[config.mk]
export PLATFORM = sky130hd
export DESIGN_NAME = hamming74_packet_receiver
export DESIGN_NICKNAME = d
export VERILOG_FILES = /design/src/rtl/hpr_pkg.sv /design/src/rtl/hpr_decoder.sv /design/src/rtl/hpr_assembler.sv /design/src/rtl/hamming74_packet_receiver.sv
export VERILOG_INCLUDE_DIRS = /design/src /design/src/rtl
export SDC_FILE = /design/constraint.sdc
export NUM_CORES = 1
export LEC_CHECK = 0
export BUFFER_PORTS_ARGS = -buffer_cell sky130_fd_sc_hd__buf_2
export CAP_MARGIN = 10
export CORE_ASPECT_RATIO = 1.2
export CORE_MARGIN = 3
export CORE_UTILIZATION = 55
export CTS_BUF_LIST = sky130_fd_sc_hd__clkbuf_8
export DETAILED_ROUTE_END_ITERATION = 8
export GPL_ROUTABILITY_DRIVEN = 0
export GPL_TIMING_DRIVEN = 0
export PLACE_DENSITY = 0.84
export SETUP_SLACK_MARGIN = 0.05
export SLEW_MARGIN = 15
export SYNTH_ARGS = -nofsm -noshare
export SYNTH_HDL_FRONTEND = slang
export SYNTH_SLANG_ARGS = --single-unit
[constraint.sdc]
create_clock -name clk_i -period 4.2 [get_ports clk_i]
set_input_delay 0.84 -clock clk_i [delete_from_list [all_inputs] [get_ports clk_i]]
set_output_delay 0.84 -clock clk_i [all_outputs]
set_load 0.1 [all_outputs]
[src/rtl/hamming74_packet_receiver_defines.svh]
// Assertion macros used by the packet receiver assembler.
`ifndef HAMMING74_PACKET_RECEIVER_DEFINES_SVH
`define HAMMING74_PACKET_RECEIVER_DEFINES_SVH

`ifndef NO_ASSERTIONS

// Same-cycle implication, disabled during reset.
`define HPR_ASSERT_IMP(label, clk, rst_n, ante, cons, msg) \
  label: assert property (@(posedge clk) disable iff (!rst_n) (ante) |-> (cons)) \
    else $error(msg);

// Next-cycle implication, disabled during reset.
`define HPR_ASSERT_NXT(label, clk, rst_n, ante, cons, msg) \
  label: assert property (@(posedge clk) disable iff (!rst_n) (ante) |=> (cons)) \
    else $error(msg);

`else

`define HPR_ASSERT_IMP(label, clk, rst_n, ante, cons, msg)
`define HPR_ASSERT_NXT(label, clk, rst_n, ante, cons, msg)

`endif

`endif

[src/rtl/hpr_pkg.sv]
// Types and constants shared by the packet receiver modules.
package hpr_pkg;

  localparam int unsigned IndexWidth = 4;
  localparam logic [IndexWidth-1:0] LAST_INDEX = 4'd11;  // twelve codewords per packet
  localparam logic [7:0] NODE_ADDRESS_RESET = 8'h67;

  // Byte slots within a packet, taken from the upper bits of the codeword index.
  localparam logic [2:0] BYTE_ADDRESS  = 3'd0;
  localparam logic [2:0] BYTE_RED      = 3'd2;
  localparam logic [2:0] BYTE_GREEN    = 3'd3;
  localparam logic [2:0] BYTE_BLUE     = 3'd4;
  localparam logic [2:0] BYTE_CHECKSUM = 3'd5;

  // Syndromes that point at a data bit, and the bit each one flips.
  localparam logic [2:0] SYN_D1 = 3'd3;
  localparam logic [2:0] SYN_D2 = 3'd5;
  localparam logic [2:0] SYN_D3 = 3'd6;
  localparam logic [2:0] SYN_D4 = 3'd7;
  localparam logic [6:0] FLIP_D1 = 7'h04;
  localparam logic [6:0] FLIP_D2 = 7'h10;
  localparam logic [6:0] FLIP_D3 = 7'h20;
  localparam logic [6:0] FLIP_D4 = 7'h40;

  typedef enum logic [1:0] {
    STATUS_OK           = 2'd0,
    STATUS_CHECKSUM_BAD = 2'd1,
    STATUS_ADDRESS_BAD  = 2'd2
  } hpr_status_e;

  typedef struct packed {
    logic [3:0] nibble;
    logic       fixed;
  } hpr_dec_t;

endpackage

[src/rtl/hpr_decoder.sv]
// Hamming(7,4) syndrome, single-bit correction and nibble extraction.
module hpr_decoder
  import hpr_pkg::*;
(
  input  logic [6:0] codeword_i,
  output hpr_dec_t   dec_o
);

  logic [2:0] syn;
  logic [6:0] flip;
  logic [6:0] fixed_cw;

  assign syn[0] = codeword_i[0] ^ codeword_i[2] ^ codeword_i[4] ^ codeword_i[6];
  assign syn[1] = codeword_i[1] ^ codeword_i[2] ^ codeword_i[5] ^ codeword_i[6];
  assign syn[2] = codeword_i[3] ^ codeword_i[4] ^ codeword_i[5] ^ codeword_i[6];

  // A syndrome naming a parity bit leaves the data alone.
  always_comb begin
    case (syn)
      SYN_D1:  flip = FLIP_D1;
      SYN_D2:  flip = FLIP_D2;
      SYN_D3:  flip = FLIP_D3;
      SYN_D4:  flip = FLIP_D4;
      default: flip = '0;
    endcase
  end

  assign fixed_cw     = codeword_i ^ flip;
  assign dec_o.nibble = {fixed_cw[6], fixed_cw[5], fixed_cw[4], fixed_cw[2]};
  assign dec_o.fixed  = |syn;

endmodule

[src/rtl/hpr_assembler.sv]
// Packet assembly from nibbles, checksum and address check, and result register.
`include "hamming74_packet_receiver_defines.svh"

module hpr_assembler
  import hpr_pkg::*;
(
  input  logic        clk_i,
  input  logic        rst_ni,
  input  logic        item_valid_i,
  output logic        item_ready_o,
  input  hpr_dec_t    dec_i,
  input  logic [7:0]  node_address_i,
  output logic        out_valid_o,
  input  logic        out_ready_i,
  output hpr_status_e status_o,
  output logic [7:0]  red_o,
  output logic [7:0]  green_o,
  output logic [7:0]  blue_o,
  output logic [3:0]  count_o,
  output logic [7:0]  packet_o
);

  logic [IndexWidth-1:0] idx_q, idx_d;
  logic [3:0] held_q, held_d;
  logic [7:0] sum_q, sum_d;
  logic [7:0] addr_q, addr_d;
  logic [7:0] red_q, red_d;
  logic [7:0] green_q, green_d;
  logic [7:0] blue_q, blue_d;
  logic [3:0] tally_q, tally_d;
  logic [7:0] total_q, total_d;

  logic        out_vld_q;
  hpr_status_e status_q;
  logic [7:0]  out_red_q, out_green_q, out_blue_q, out_packet_q;
  logic [3:0]  out_count_q;

  logic       last;
  logic       take;
  logic [7:0] byte_val;
  logic [3:0] tally_inc;
  hpr_status_e status_d;

  assign last      = (idx_q == LAST_INDEX);
  // Only the closing codeword needs room in the result register.
  assign item_ready_o = !(last && out_vld_q && !out_ready_i);
  assign take      = item_valid_i && item_ready_o;
  assign byte_val  = {held_q, dec_i.nibble};
  assign tally_inc = tally_q + {3'b000, dec_i.fixed};

  always_comb begin
    idx_d   = idx_q;
    held_d  = held_q;
    sum_d   = sum_q;
    addr_d  = addr_q;
    red_d   = red_q;
    green_d = green_q;
    blue_d  = blue_q;
    tally_d = tally_q;
    total_d = total_q;
    if (take) begin
      tally_d = tally_inc;
      if (!idx_q[0]) begin
        held_d = dec_i.nibble;
      end else begin
        case (idx_q[3:1])
          BYTE_ADDRESS: addr_d  = byte_val;
          BYTE_RED:     red_d   = byte_val;
          BYTE_GREEN:   green_d = byte_val;
          BYTE_BLUE:    blue_d  = byte_val;
          default:      ;
        endcase
        if (idx_q[3:1] < BYTE_CHECKSUM) begin
          sum_d = sum_q + byte_val;
        end
      end
      if (last) begin
        idx_d   = '0;
        held_d  = '0;
        sum_d   = '0;
        tally_d = '0;
        total_d = total_q + 8'd1;
      end else begin
        idx_d = idx_q + 4'd1;
      end
    end
  end

  // On the closing codeword the assembled byte is the received checksum.
  always_comb begin
    if (byte_val != sum_q) begin
      status_d = STATUS_CHECKSUM_BAD;
    end else if (addr_q != node_address_i) begin
      status_d = STATUS_ADDRESS_BAD;
    end else begin
      status_d = STATUS_OK;
    end
  end

  always_ff @(posedge clk_i or negedge rst_ni) begin
    if (!rst_ni) begin
      idx_q   <= '0;
      held_q  <= '0;
      sum_q   <= '0;
      addr_q  <= '0;
      red_q   <= '0;
      green_q <= '0;
      blue_q  <= '0;
      tally_q <= '0;
      total_q <= '0;
    end else begin
      idx_q   <= idx_d;
      held_q  <= held_d;
      sum_q   <= sum_d;
      addr_q  <= addr_d;
      red_q   <= red_d;
      green_q <= green_d;
      blue_q  <= blue_d;
      tally_q <= tally_d;
      total_q <= total_d;
    end
  end

  always_ff @(posedge clk_i or negedge rst_ni) begin
    if (!rst_ni) begin
      out_vld_q <= 1'b0;
    end else if (take && last) begin
      out_vld_q <= 1'b1;
    end else if (out_ready_i) begin
      out_vld_q <= 1'b0;
    end
  end

  always_ff @(posedge clk_i) begin
    if (take && last) begin
      status_q     <= status_d;
      out_red_q    <= red_q;
      out_green_q  <= green_q;
      out_blue_q   <= blue_q;
      out_count_q  <= tally_inc;
      out_packet_q <= total_d;
    end
  end

  assign out_valid_o = out_vld_q;
  assign status_o    = status_q;
  assign red_o       = out_red_q;
  assign green_o     = out_green_q;
  assign blue_o      = out_blue_q;
  assign count_o     = out_count_q;
  assign packet_o    = out_packet_q;

  `HPR_ASSERT_NXT(a_wrap_emits, clk_i, rst_ni, take && last, (idx_q == '0) && out_vld_q, "closing codeword did not wrap the index and load a result")
  `HPR_ASSERT_NXT(a_idx_holds, clk_i, rst_ni, !take, $stable(idx_q), "codeword index moved without a beat")
  `HPR_ASSERT_IMP(a_no_overrun, clk_i, rst_ni, last && out_vld_q && !out_ready_i, !take, "closing codeword taken while result register is full")

endmodule

[src/rtl/hamming74_packet_receiver.sv]
// Hamming(7,4) packet receiver: input register, decoder and packet assembler.
// Throughput: one codeword beat per cycle unless the input side stalls; one result
// beat per twelve codewords. The twelfth codeword passes from the input register through
// decode and assembly into the result register, which then presents the result beat.
// The input side stalls only while the twelfth codeword waits for a full result register.
// Reset (rst_ni low, asynchronous) empties both registers, restarts framing at the
// first codeword, zeroes the packet number and sets the node address to 0x67.
module hamming74_packet_receiver
  import hpr_pkg::*;
(
  input  logic        clk_i,
  input  logic        rst_ni,
  input  logic        cfg_valid_i,
  output logic        cfg_ready_o,
  input  logic [7:0]  cfg_data_i,     // node_address
  input  logic        s_axis_tvalid,
  output logic        s_axis_tready,
  input  logic [7:0]  s_axis_tdata,   // codeword
  output logic        m_axis_tvalid,
  input  logic        m_axis_tready,
  // [7:0] red_level, [15:8] green_level, [23:16] blue_level,
  // [27:24] corrected_count, [35:28] packet_number, [39:36] zero
  output logic [39:0] m_axis_tdata,
  output logic [1:0]  m_axis_tuser    // status
);

  logic [7:0] node_address_q;
  logic       in_vld_q;
  logic [6:0] cw_q;
  logic       item_ready;
  hpr_dec_t   dec;
  hpr_status_e status;
  logic [7:0] red, green, blue, packet;
  logic [3:0] count;

  assign cfg_ready_o = 1'b1;

  always_ff @(posedge clk_i or negedge rst_ni) begin
    if (!rst_ni) begin
      node_address_q <= NODE_ADDRESS_RESET;
    end else if (cfg_valid_i) begin
      node_address_q <= cfg_data_i;
    end
  end

  assign s_axis_tready = !in_vld_q || item_ready;

  always_ff @(posedge clk_i or negedge rst_ni) begin
    if (!rst_ni) begin
      in_vld_q <= 1'b0;
    end else if (s_axis_tready) begin
      in_vld_q <= s_axis_tvalid;
    end
  end

  always_ff @(posedge clk_i) begin
    if (s_axis_tvalid && s_axis_tready) begin
      cw_q <= s_axis_tdata[6:0];
    end
  end

  hpr_decoder u_decoder (
    .codeword_i (cw_q),
    .dec_o      (dec)
  );

  hpr_assembler u_assembler (
    .clk_i          (clk_i),
    .rst_ni         (rst_ni),
    .item_valid_i   (in_vld_q),
    .item_ready_o   (item_ready),
    .dec_i          (dec),
    .node_address_i (node_address_q),
    .out_valid_o    (m_axis_tvalid),
    .out_ready_i    (m_axis_tready),
    .status_o       (status),
    .red_o          (red),
    .green_o        (green),
    .blue_o         (blue),
    .count_o        (count),
    .packet_o       (packet)
  );

  assign m_axis_tdata = {4'b0000, packet, count, blue, green, red};
  assign m_axis_tuser = status;

endmodule
* Word level (Yosys, flattened, before mapping) *
Cells that the tools add are included.

word-level totals
  register bits after elaboration = 115
  input port bits = 21
  logic and storage cells = 78

operators by class
  $add $sub $neg = 4
  $lt $le $gt $ge = 1
  eq/ne operators = 11
  multiplexer cells = 13
  bitwise gates (word level) = 10
  reduce and logical (&&, ||, !) cells = 20

operator list
  cell                 count
  $mux 8               5
  $pmux 7 s4           1
  $mux 4               4
  $ne 8x8->1           2
  $reduce_and 3->1     5
  $eq 3x3->1 const B   4
  $eq 3x2->1 const B   3
  $xor 1x1->1          9
  $add 8x1->8 const B  1
  $add 8x8->8          1
  $xor 7x7->7          1
  $reduce_bool 2->1    3
  $logic_and 1x1->1    5
  $add 4x1->4          1
  $add 4x1->4 const B  1
  $eq 4x4->1 const B   1
  $logic_not 1->1      3
  $logic_not 3->1      1
  $lt 3x3->1 const B   1
  $reduce_or 3->1      1
  $mux 1               2
  $mux 2               1
  $ne 2x2->1 const B   1
  $reduce_and 2->1     1
  $logic_or 1x1->1     1

* Depth between registers and ports, before layout *
Gate-level depths: netlist (run 1).

  depth in word-level cells = 10
  depth in mapped cells = 15

* Cells and area by module *
A second synthesis (run 1) with hierarchy kept.

unflattened totals
  cell total of the unflattened synthesis = 353
  area, all modules = 5,097.4 µm²

modules (own cells, without submodules)
  module                     instances  cells each  area an instance (µm²)
  hpr_assembler              1          267         4,076.4
  hamming74_packet_receiver  1          35          636.9
  hpr_decoder                1          51          384.1

* Least setup slack after synthesis (run 1) *
No wires, ideal clock.

  kind = reg-to-reg
  start point = register cw_q[1]
  end point = register u_assembler.sum_q[7]
  arrival time = 2,929 ps
  required time = 4,121 ps
  path slack = 1,192 ps
  cell stages (with the launch flop) = 15
  buffers on the path = 1
  clock period less this slack = 3,008 ps
  path through = edfxtp_1 buf_4 nor4_2 nor3_1 nor4_2 mux2i_1 xor2_1 inv_1 ha_1 o211a_1 o21ai_0 a32oi_1 xnor2_1 nand2b_1 mux2i_1

RTL lines
  what                      RTL line                         RTL
  start: declaration        hamming74_packet_receiver.sv:29  logic [6:0] cw_q;
  start signal: assignment  hamming74_packet_receiver.sv:58  cw_q <= s_axis_tdata[6:0];
  end signal: assignment    hpr_assembler.sv:114             sum_q <= sum_d;
  end: declaration          hpr_assembler.sv:25              logic [7:0] sum_q, sum_d;

==> results of run 1 <==
## report_power, final
part / total [mW] / leakage, nW / switching, mW / internal (mW)
clock: 1.03 / 0.197 / 0.430 / 0.604
combinational: 1.09 / 1.12 / 0.667 / 0.422
sequential: 1.68 / 1.30 / 0.186 / 1.49
## synth_stat cells (6+ instances only)
master / count
a21oi_1: 8
buf_4: 6
dfrtp_1: 65
edfxtp_1: 45
ha_1: 11
inv_1: 8
mux2_2: 33
nand2_1: 29
nor2_1: 17
nor3_1: 9
nor4_1: 6
o21ai_0: 16
o21ai_1: 10
xnor2_1: 11
xor2_1: 17
## metal layers
layer	vias up	GRT usage [%]	wire (um)
li1	1573	-	-
met3	20	5.29	449
met1	1680	23.4	3800
met4	0	8.47	191
met2	96	35.2	5220
met5	-	0	0
## path summary, 6_finish.rpt
kind	end	slack [ps]
max	u_assembler.sum_q[7]	400
min	node_address_q[7]	320
max reg2reg	u_assembler.sum_q[7]	400
min reg2reg	u_assembler.green_o[6]	440
max in group asynchronous	node_address_q[0]	3310
min in group clk_i	u_assembler.green_o[6]	440
## critical path: stages (launching register included)
cell,delay (ps)
edfxtp_1,460
buf_4,210
nor4_2,300
nor3_1,110
nor4_2,370
mux2i_1,160
xor2_1,590
inv_1,110
ha_1,400
o211a_1,170
o21ai_0,130
a32oi_1,300
xnor2_1,170
a21oi_1,90
mux2i_1,160
## final cells by class
class	instances	area share, %
flip-flops and latches	115	51.3
multi-input cells	247	31.6
repair buffers	59	5.28
clock buffers	19	4.31
well taps	120	2.48
clock inverters	12	2.31
plain buffers	21	2.25
inverters	8	0.495
## cell families (layout without fill, tap and decap cells)
kind of cell,count (synthesis),after routing,synth area share (%)
and+or+nand+nor,99,99,10.6
AOI/OAI and AO/OA,61,61,8.14
other,2,5,0.145
adders and majority gates,12,12,3.04
xor gates and xnor gates,31,31,5.89
buffers and inverters,29,119,3.21
DFF,115,115,60.0
muxes,39,39,8.91
## per-stage QoR
| stage | power (mW) | instances | area (sq um) |
|---|---|---|---|
| finish | 3.80 | 601 | 6060 |
| floorplan | 2.50 | 391 | 5190 |
| global route | 4.03 | 601 | 6060 |
| detailed placement | 2.77 | 570 | 5660 |
| CTS | 3.82 | 601 | 6060 |
| global placement | 2.68 | 569 | 5630 |
==> out/summary.txt, run 1 <==
Final #Nets - 502
Hold Vio Cnt, Final - 0
crit-path max FO - 10
pwr dens - 627 mW/mm^2
vias per inst - 5.61
hold slack - 321 ps
RSZ-0062 raised after global routing - no
initial antenna violation count - 0
post-synth design cell area - 0.00518 sq mm
TritonCTS Buffers - 17
fin crit share - 90.6%
CP required - 4550 ps
DR WL/cell - 16.1 um
quantity of I/O buffers inserted on ports - 58
GRT Overall Usage - 20.3%
Critical Path Source Type - flop
most common cell after layout, fill and taps aside - dfrtp_1
number of synthesized flops with an enable pin - 45
worst-margin pin slew - 973 ps
hold_buf cts - 0
via count - 3,369
total setup buffers inserted after CTS - 0
maximum vdd drop - 0.246 mV
worst hold path type - input pin to asynchronous set/reset pin
Mapped Cells - 388
Leakage - 2.62 nW
Overflow after GRT - 0
clk sink count - 115
Slew Limit Fails - 0
Seq cells post-synth - 115
synthesis-to-finish area growth - 17.0%
normalized max-slew margin - 35.2%
number of primary I/O pins - 66
r2r startpoint - cw_q[1]
pre-CTS WS - 541 ps
status - complete, no violations
sequential area share after synthesis - 60.0%
Primary FF master, synth - dfrtp_1
clk buf depth - 2
register area - 0.00311 sq mm
minimum clock period after layout - 3800 ps
Residual DRC - 0
most frequent cells in the layout - 65 x dfrtp_1, 61 x buf_2, 45 x edfxtp_1
chip height - 112 um
first-pass GRT wire length - 16,400 um
area of the multi-input gates - 0.00192 sq mm
core area - 0.00913 sq mm
Antenna diodes - 0
post-CTS sizing - 0
DRT iter0 DRCs - 293
Post-Route Utilization - 66.4%
share of cells above drive strength 1 - 32.0%
dominant cell type by area after synthesis - dfrtp_1
Final WS setup - 396 ps
Worst-path clk slew - 70 ps
Yosys top cell area share - 31.4%
starting density of the core - 56.8%
CP endpoint kind - flop
R2R cell count - 14
Synth Warn # - 0
remaining antenna violation count - 0
Distinct cells, synth - 61
CP Launch Point - cw_q[1]
drt first pass iters - 4
Fmax achieved - 263 MHz
Setup TNS Final - 0 ps
routed wire length - 9670 um
vias in the first global route - 3,491
# setup viols final - 0
post-synthesis area per instance - 13.4 sq um
Setup Skew - 9.56 ps
Rows - 38
filler instances - 647
top cells by area, synth - dfrtp_1 31%, edfxtp_1 26%, mux2_2 7.2%
clk root buf - clkbuf_8
largest net degree at the start of global routing - 46
Die X-Extent - 94.6 um
max_cap viols - 0
async set-reset flop share out of synthesis - 60.9%
Critical Path AT - 4160 ps
H-tree depth - 4
DP HPWL - 6580 um
CTS tree - yes
WS Path Type - flop to flop
die area - 0.0106 sq mm
Worst-Skew Late Latency - 430 ps
No activity file was read; power rests on OpenSTA's default activity.
==> inputs of run 2 (changes only) <==
--- a/config.mk
+++ b/config.mk
@@ -7,5 +7,5 @@
 export NUM_CORES = 1
 export LEC_CHECK = 0
-export BUFFER_PORTS_ARGS = -buffer_cell sky130_fd_sc_hd__buf_2
+export BUFFER_PORTS_ARGS = -buffer_cell sky130_fd_sc_hd__buf_4
 export CAP_MARGIN = 10
 export CORE_ASPECT_RATIO = 1.2
==> constraint.sdc (replaced) <==
create_clock -name clk_i -period 4.2 [get_ports clk_i]
set_input_delay 0 -clock clk_i [delete_from_list [all_inputs] [get_ports clk_i]]
set_output_delay 0 -clock clk_i [all_outputs]
set_load 0.1 [all_outputs]
==> run 2 against run 1 <==
- worst setup slack gained 59 ps
- count of clock-buffer cells in the layout is the same
- utilization up 2.7 points
- die area unchanged
- highest routed layer unchanged
- sequential cell count is the same
- wire length decreased by 1.9%
- clock power shrank 13%
- critical path depth unchanged
- register-to-register slack gained 60 ps
- design area up 4.1%
- via count decreased by 0.21%
- fmax grew 1.6%
==> out/summary.txt, run 2 (synthesis results as in run 1) <==
# setup viols final - 0 (unchanged)
worst hold path type - input pin to flop (was input pin to asynchronous set/reset pin)
quantity of I/O buffers inserted on ports - 58 (unchanged)
CP endpoint kind - flop (unchanged)
hold wc startpoint - cfg_valid_i
crit-path max FO - 10 (unchanged)
CP required - 4500 ps (was 4550 ps)
minimum clock period after layout - 3750 ps (was 3800 ps)
Comb pwr share - 30.0% (was 28.6%)
TritonCTS Buffers - 17 (unchanged)
Slew Limit Fails - 0 (unchanged)
Worst-path clk slew - 60 ps (was 70 ps)
DR WL/cell - 15.3 um (was 16.1 um)
most common cell after layout, fill and taps aside - dfrtp_1 (unchanged)
WS Path Type - flop to flop (unchanged)
Hold Path Cell Cnt - 2
CTS tree - yes (unchanged)
r2r startpoint - cw_q[1] (unchanged)
total setup buffers inserted after CTS - 0 (unchanged)
Die X-Extent - 94.6 um (unchanged)
vias per inst - 5.43 (was 5.61)
status - complete, no violations (unchanged)
normalized max-slew margin - 35.7% (was 35.2%)
first-pass GRT wire length - 15,900 um (was 16,400 um)
DP HPWL - 6360 um (was 6580 um)
Endpoint, Worst Hold - node_address_q[3]
Post-Route Utilization - 69.2% (was 66.4%)
share of cells above drive strength 1 - 30.9% (was 32.0%)
Clk network pwr share - 24.4% (was 27.2%)
Switch Pwr - 1.26 mW (was 1.28 mW)
Antenna diodes - 0 (unchanged)
die area - 0.0106 sq mm (unchanged)
fin crit share - 89.2% (was 90.6%)
CP bufs+invs - 2 (unchanged)
CP max-delay cell - xor2_1 (unchanged)
Rows - 38 (unchanged)
Cell Chain, Critical Path - buf_4, nor4_2, nor3_1, nor4_2, mux2i_1, xor2_1, inv_1, ha_1, nor2b_1, o21ai_0, nand2b_1, a31oi_1, xor2_1, o21ai_0 (was buf_4, nor4_2, nor3_1, nor4_2, mux2i_1, xor2_1, inv_1, ha_1, o211a_1, o21ai_0, a32oi_1, xnor2_1, a21oi_1, mux2i_1)
most frequent cells in the layout - 65 x dfrtp_1, 64 x buf_4, 45 x edfxtp_1 (was 65 x dfrtp_1, 61 x buf_2, 45 x edfxtp_1)
RR Endpoint - u_assembler.sum_q[6] (was u_assembler.sum_q[7])
core area - 0.00913 sq mm (unchanged)
Setup TNS Final - 0 ps (unchanged)
Critical Path Source Type - flop (unchanged)
WP depth - 14 (unchanged)
worst-margin pin slew - 965 ps (was 973 ps)
starting density of the core - 56.8% (unchanged)
slowest stage delay, CP - 630 ps (was 590 ps)
remaining antenna violation count - 0 (unchanged)
DRT iter0 DRCs - 241 (was 293)
pwr dens - 584 mW/mm^2 (was 627 mW/mm^2)
Worst-Skew Late Latency - 420 ps (was 430 ps)
Fmax achieved - 267 MHz (was 263 MHz)
number of primary I/O pins - 66 (unchanged)
Setup Skew - 9.01 ps (was 9.56 ps)
register-to-register setup slack - 450 ps (was 400 ps)
Hold Vio Cnt, Final - 0 (unchanged)
filler instances - 618 (was 647)
initial antenna violation count - 0 (unchanged)
drt first pass iters - 4 (unchanged)
P_int - 2.43 mW (was 2.52 mW)
R2R cell count - 14 (unchanged)
sw frac - 34.2% (was 33.7%)
largest net degree at the start of global routing - 71 (was 46)
total design power - 3.69 mW (was 3.80 mW)
post-CTS sizing - 0 (unchanged)
synthesis-to-finish area growth - 21.9% (was 17.0%)
routed wire length - 9480 um (was 9670 um)
Final #Nets - 519 (was 502)
clk sink count - 115 (unchanged)
hold_buf cts - 18 (was 0)
Finished Layout Cells - 619 (was 601)
RSZ-0062 raised after global routing - no (unchanged)
chip height - 112 um (unchanged)
Crit path max-delay family - simple AND/OR/NAND/NOR gates (unchanged)
Leakage - 2.73 nW (was 2.62 nW)
vias in the first global route - 3,383 (was 3,491)
placed insts - 569 (was 570)
via count - 3,362 (was 3,369)
clk root buf - clkbuf_8 (unchanged)
maximum vdd drop - 0.268 mV (was 0.246 mV)
Flop pwr share - 45.6% (was 44.2%)
Residual DRC - 0 (unchanged)
GRT Overall Usage - 19.7% (was 20.3%)
max_cap viols - 0 (unchanged)
Overflow after GRT - 0 (unchanged)
Critical Path AT - 4040 ps (was 4160 ps)
H-tree depth - 4 (unchanged)
clk buf depth - 2 (unchanged)
-- run 2: changes by cell type in the layout (fill, tap and decap cells not counted), sizes merged --
cell and change:
buf -1, clkinv +5, clkinvlp -3, inv +1, dlygate4sd3 +18, bufinv -2
-- run 2: worst register-to-register path: stages (launching register included) --
cell and delay, ps:
edfxtp_1 460, buf_4 210, nor4_2 300, nor3_1 110
nor4_2 350, mux2i_1 140, xor2_1 630, inv_1 110
ha_1 370, nor2b_1 160, o21ai_0 140, nand2b_1 100
a31oi_1 230, xor2_1 210, o21ai_0 100
-- run 2: power by group through the flow --
stage	clock network [mW]	logic (mW)	registers [mW]
after floorplan	0	0.707	1.80
after global placement	0	1.03	1.68
after detailed placement	0	1.08	1.70
after CTS	0.916	1.10	1.68
after global routing	0.983	1.22	1.71
final	0.899	1.11	1.68
-- run 2: area by class of cell --
class                   instances  area (sq um)  area share (%)
inverters                       8          30.0           0.476
clock buffers                  19           262            4.14
repair buffers                 76           616            9.75
well taps                     120           150            2.38
clock inverters                13          95.1            1.51
plain buffers                  21           136            2.16
flip-flops and latches        115          3110            49.2
multi-input cells             247          1920            30.4
-- run 2: how the worst max path moves through the flow --
stage,endpoint,from,slack [ps]
2_1_floorplan,u_assembler.sum_q[7],cw_q[1],1190
3_3_place_gp,u_assembler.sum_q[7],cw_q[1],660
3_5_place_dp,u_assembler.sum_q[7],cw_q[1],560
4_1_cts,u_assembler.sum_q[7],cw_q[1],530
5_1_grt,u_assembler.sum_q[7],cw_q[1],260
6_report,u_assembler.sum_q[6],cw_q[1],450
-- run 2: per-stage QoR --
step	hold slack, ps	cell area, sq um	worst slack [ps]
2_1_floorplan	-296	5190	1190
5_1_grt	83.9	6310	262
4_1_cts	62.2	6310	531
6_report	79.3	6310	455
3_3_place_gp	161	5780	656
3_5_place_dp	171	5780	556
-- run 2: routing by layer --
layer,track usage [%],wire [um]
met5,0,0
met3,7.04,495
met4,6.35,144
met1,22.3,3780
met2,34.3,5050
==> inputs of run 3 (changes only) <==
BUFFER_PORTS_ARGS = default   (was -buffer_cell sky130_fd_sc_hd__buf_4)
DONT_BUFFER_PORTS = 1   (was default)
PLACE_DENSITY = 0.78   (was 0.84)
==> run 3 against run 2 <==
- clock skew barely moved
- critical path type unchanged
- largest cell class unchanged
- wire length grew 3.1%
- count of clock-buffer cells in the layout down 1
- largest power group unchanged
- total power is 5.9% higher
- fmax increased by 0.47%
- sequential power up 11%
- critical endpoint is now u_assembler.sum_q[7]
==> out/summary.txt, run 3 (synthesis results as in run 1) <==
status - complete, no violations (unchanged)
Rows - 38 (unchanged)
CP required - 4540 ps (was 4500 ps)
vias per inst - 5.68 (was 5.43)
first-pass GRT wire length - 16,400 um (was 15,900 um)
largest net degree at the start of global routing - 71 (unchanged)
worst hold path type - input pin to flop (unchanged)
Worst-path clk slew - 70 ps (was 60 ps)
quantity of I/O buffers inserted on ports - 0 (was 58)
synthesis-to-finish area growth - 15.8% (was 21.9%)
CP endpoint kind - flop (unchanged)
Setup TNS Final - 0 ps (unchanged)
Critical Path AT - 4070 ps (was 4040 ps)
CTS tree - yes (unchanged)
Final #Nets - 462 (was 519)
GRT Overall Usage - 20.1% (was 19.7%)
pre-CTS WS - 512 ps (was 556 ps)
clk root buf - clkbuf_8 (unchanged)
Finished Layout Cells - 562 (was 619)
met2 routed WL - 5240 um (was 5050 um)
hold slack - 99.5 ps (was 79.3 ps)
most frequent cells in the layout - 65 x dfrtp_1, 45 x edfxtp_1, 33 x mux2_2 (was 65 x dfrtp_1, 64 x buf_4, 45 x edfxtp_1)
remaining antenna violation count - 0 (unchanged)
Leakage - 2.48 nW (was 2.73 nW)
Worst-Skew Late Latency - 420 ps (about the same)
placed insts - 511 (was 569)
share of cells above drive strength 1 - 22.9% (was 30.9%)
Slew Limit Fails - 0 (unchanged)
Residual DRC - 0 (unchanged)
Hold Path Cell Cnt - 2 (unchanged)
WS Path Type - flop to flop (unchanged)
max_cap viols - 0 (unchanged)
RSZ-0062 raised after global routing - no (unchanged)
starting density of the core - 56.8% (unchanged)
chip height - 112 um (unchanged)
DR WL/cell - 17.4 um (was 15.3 um)
DP HPWL - 6360 um (about the same)
number of primary I/O pins - 66 (unchanged)
clk buf depth - 2 (unchanged)
Die X-Extent - 94.6 um (unchanged)
Antenna diodes - 0 (unchanged)
Critical Path Source Type - flop (unchanged)
H-tree depth - 4 (unchanged)
Hold Vio Cnt, Final - 0 (unchanged)
Post-Route Utilization - 65.7% (was 69.2%)
worst-margin pin slew - 1000 ps (was 965 ps)
pwr dens - 651 mW/mm^2 (was 584 mW/mm^2)
Final WS setup - 472 ps (was 455 ps)
R2R cell count - 14 (unchanged)
met1 WL - 4000 um (was 3780 um)
top layer in use - met4 (unchanged)
crit-path max FO - 10 (unchanged)
clk sink count - 115 (unchanged)
via count - 3,193 (was 3,362)
total setup buffers inserted after CTS - 0 (unchanged)
register-to-register setup slack - 470 ps (was 450 ps)
fin crit share - 88.8% (was 89.2%)
TritonCTS Buffers - 17 (unchanged)
Setup Skew - 8.93 ps (was 9.01 ps)
# setup viols final - 0 (unchanged)
minimum clock period after layout - 3730 ps (was 3750 ps)
core area - 0.00913 sq mm (unchanged)
Fmax achieved - 268 MHz (was 267 MHz)
most common cell after layout, fill and taps aside - dfrtp_1 (unchanged)
routed wire length - 9770 um (was 9480 um)
drt first pass iters - 4 (unchanged)
normalized max-slew margin - 33.1% (was 35.7%)
met3 wire length - 390 um (was 495 um)
DRT iter0 DRCs - 222 (was 241)
vias in the first global route - 3,320 (was 3,383)
initial antenna violation count - 0 (unchanged)
die area - 0.0106 sq mm (unchanged)
maximum vdd drop - 0.261 mV (was 0.268 mV)
Overflow after GRT - 0 (unchanged)
[run 3: what timing repair did]
item / in CTS / in global routing
hold endpoints to repair: 94 / 0
hold buffers: 19 / 0
resized for setup: 0 / 0
[run 3: path summary, 6_finish.rpt]
kind	startpoint	end
hold reg to reg	u_assembler.blue_q[3]	u_assembler.blue_o[3]
min in group asynchronous	rst_ni	u_assembler.sum_q[3]
setup reg to reg	cw_q[1]	u_assembler.sum_q[7]
hold / removal	cfg_valid_i	node_address_q[2]
setup / recovery	cw_q[1]	u_assembler.sum_q[7]
max in group asynchronous	rst_ni	node_address_q[6]
[run 3: final cells by class]
cell class / count / area, sq um
tap: 120 / 150
buffer: 21 / 136
clock inverter: 14 / 201
timing repair buffer: 19 / 208
fill: 637 / 3130
multi-input combinational: 247 / 1920
clock buffer: 18 / 248
sequential: 115 / 3110
inverter: 8 / 30.0
[run 3: where the power goes]
part	leakage [nW]	switching, mW	internal, mW
combinational	0.968	0.497	0.414
sequential	1.30	0.360	1.50
clock	0.209	0.466	0.669
total	2.48	1.32	2.58
[run 3: layer usage]
layer | vias up | GRT usage [%]
li1 | 1502 | -
met1 | 1571 | 24.4
met2 | 105 | 34.4
met3 | 15 | 5.29
met4 | 0 | 7.12
met5 | - | 0
[run 3: metrics by stage]
step / power, mW / cell area (sq um)
CTS: 3.91 / 6000
finish: 3.90 / 6000
floorplan: 2.50 / 5190
global route: 4.12 / 6000
global placement: 2.65 / 5340
detailed placement: 2.72 / 5340
[run 3: worst max-delay path, cell delays in order, from the launching register on]
cell      delay, ps
edfxtp_1        450
buf_4           210
nor4_2          320
nor3_1          100
nor4_1          350
mux2i_1         160
xor2_1          550
inv_1           110
ha_1            370
o211a_1         240
o21ai_0         140
a32oi_1         170
xnor2_1         170
nand2b_1        160
mux2i_1         150
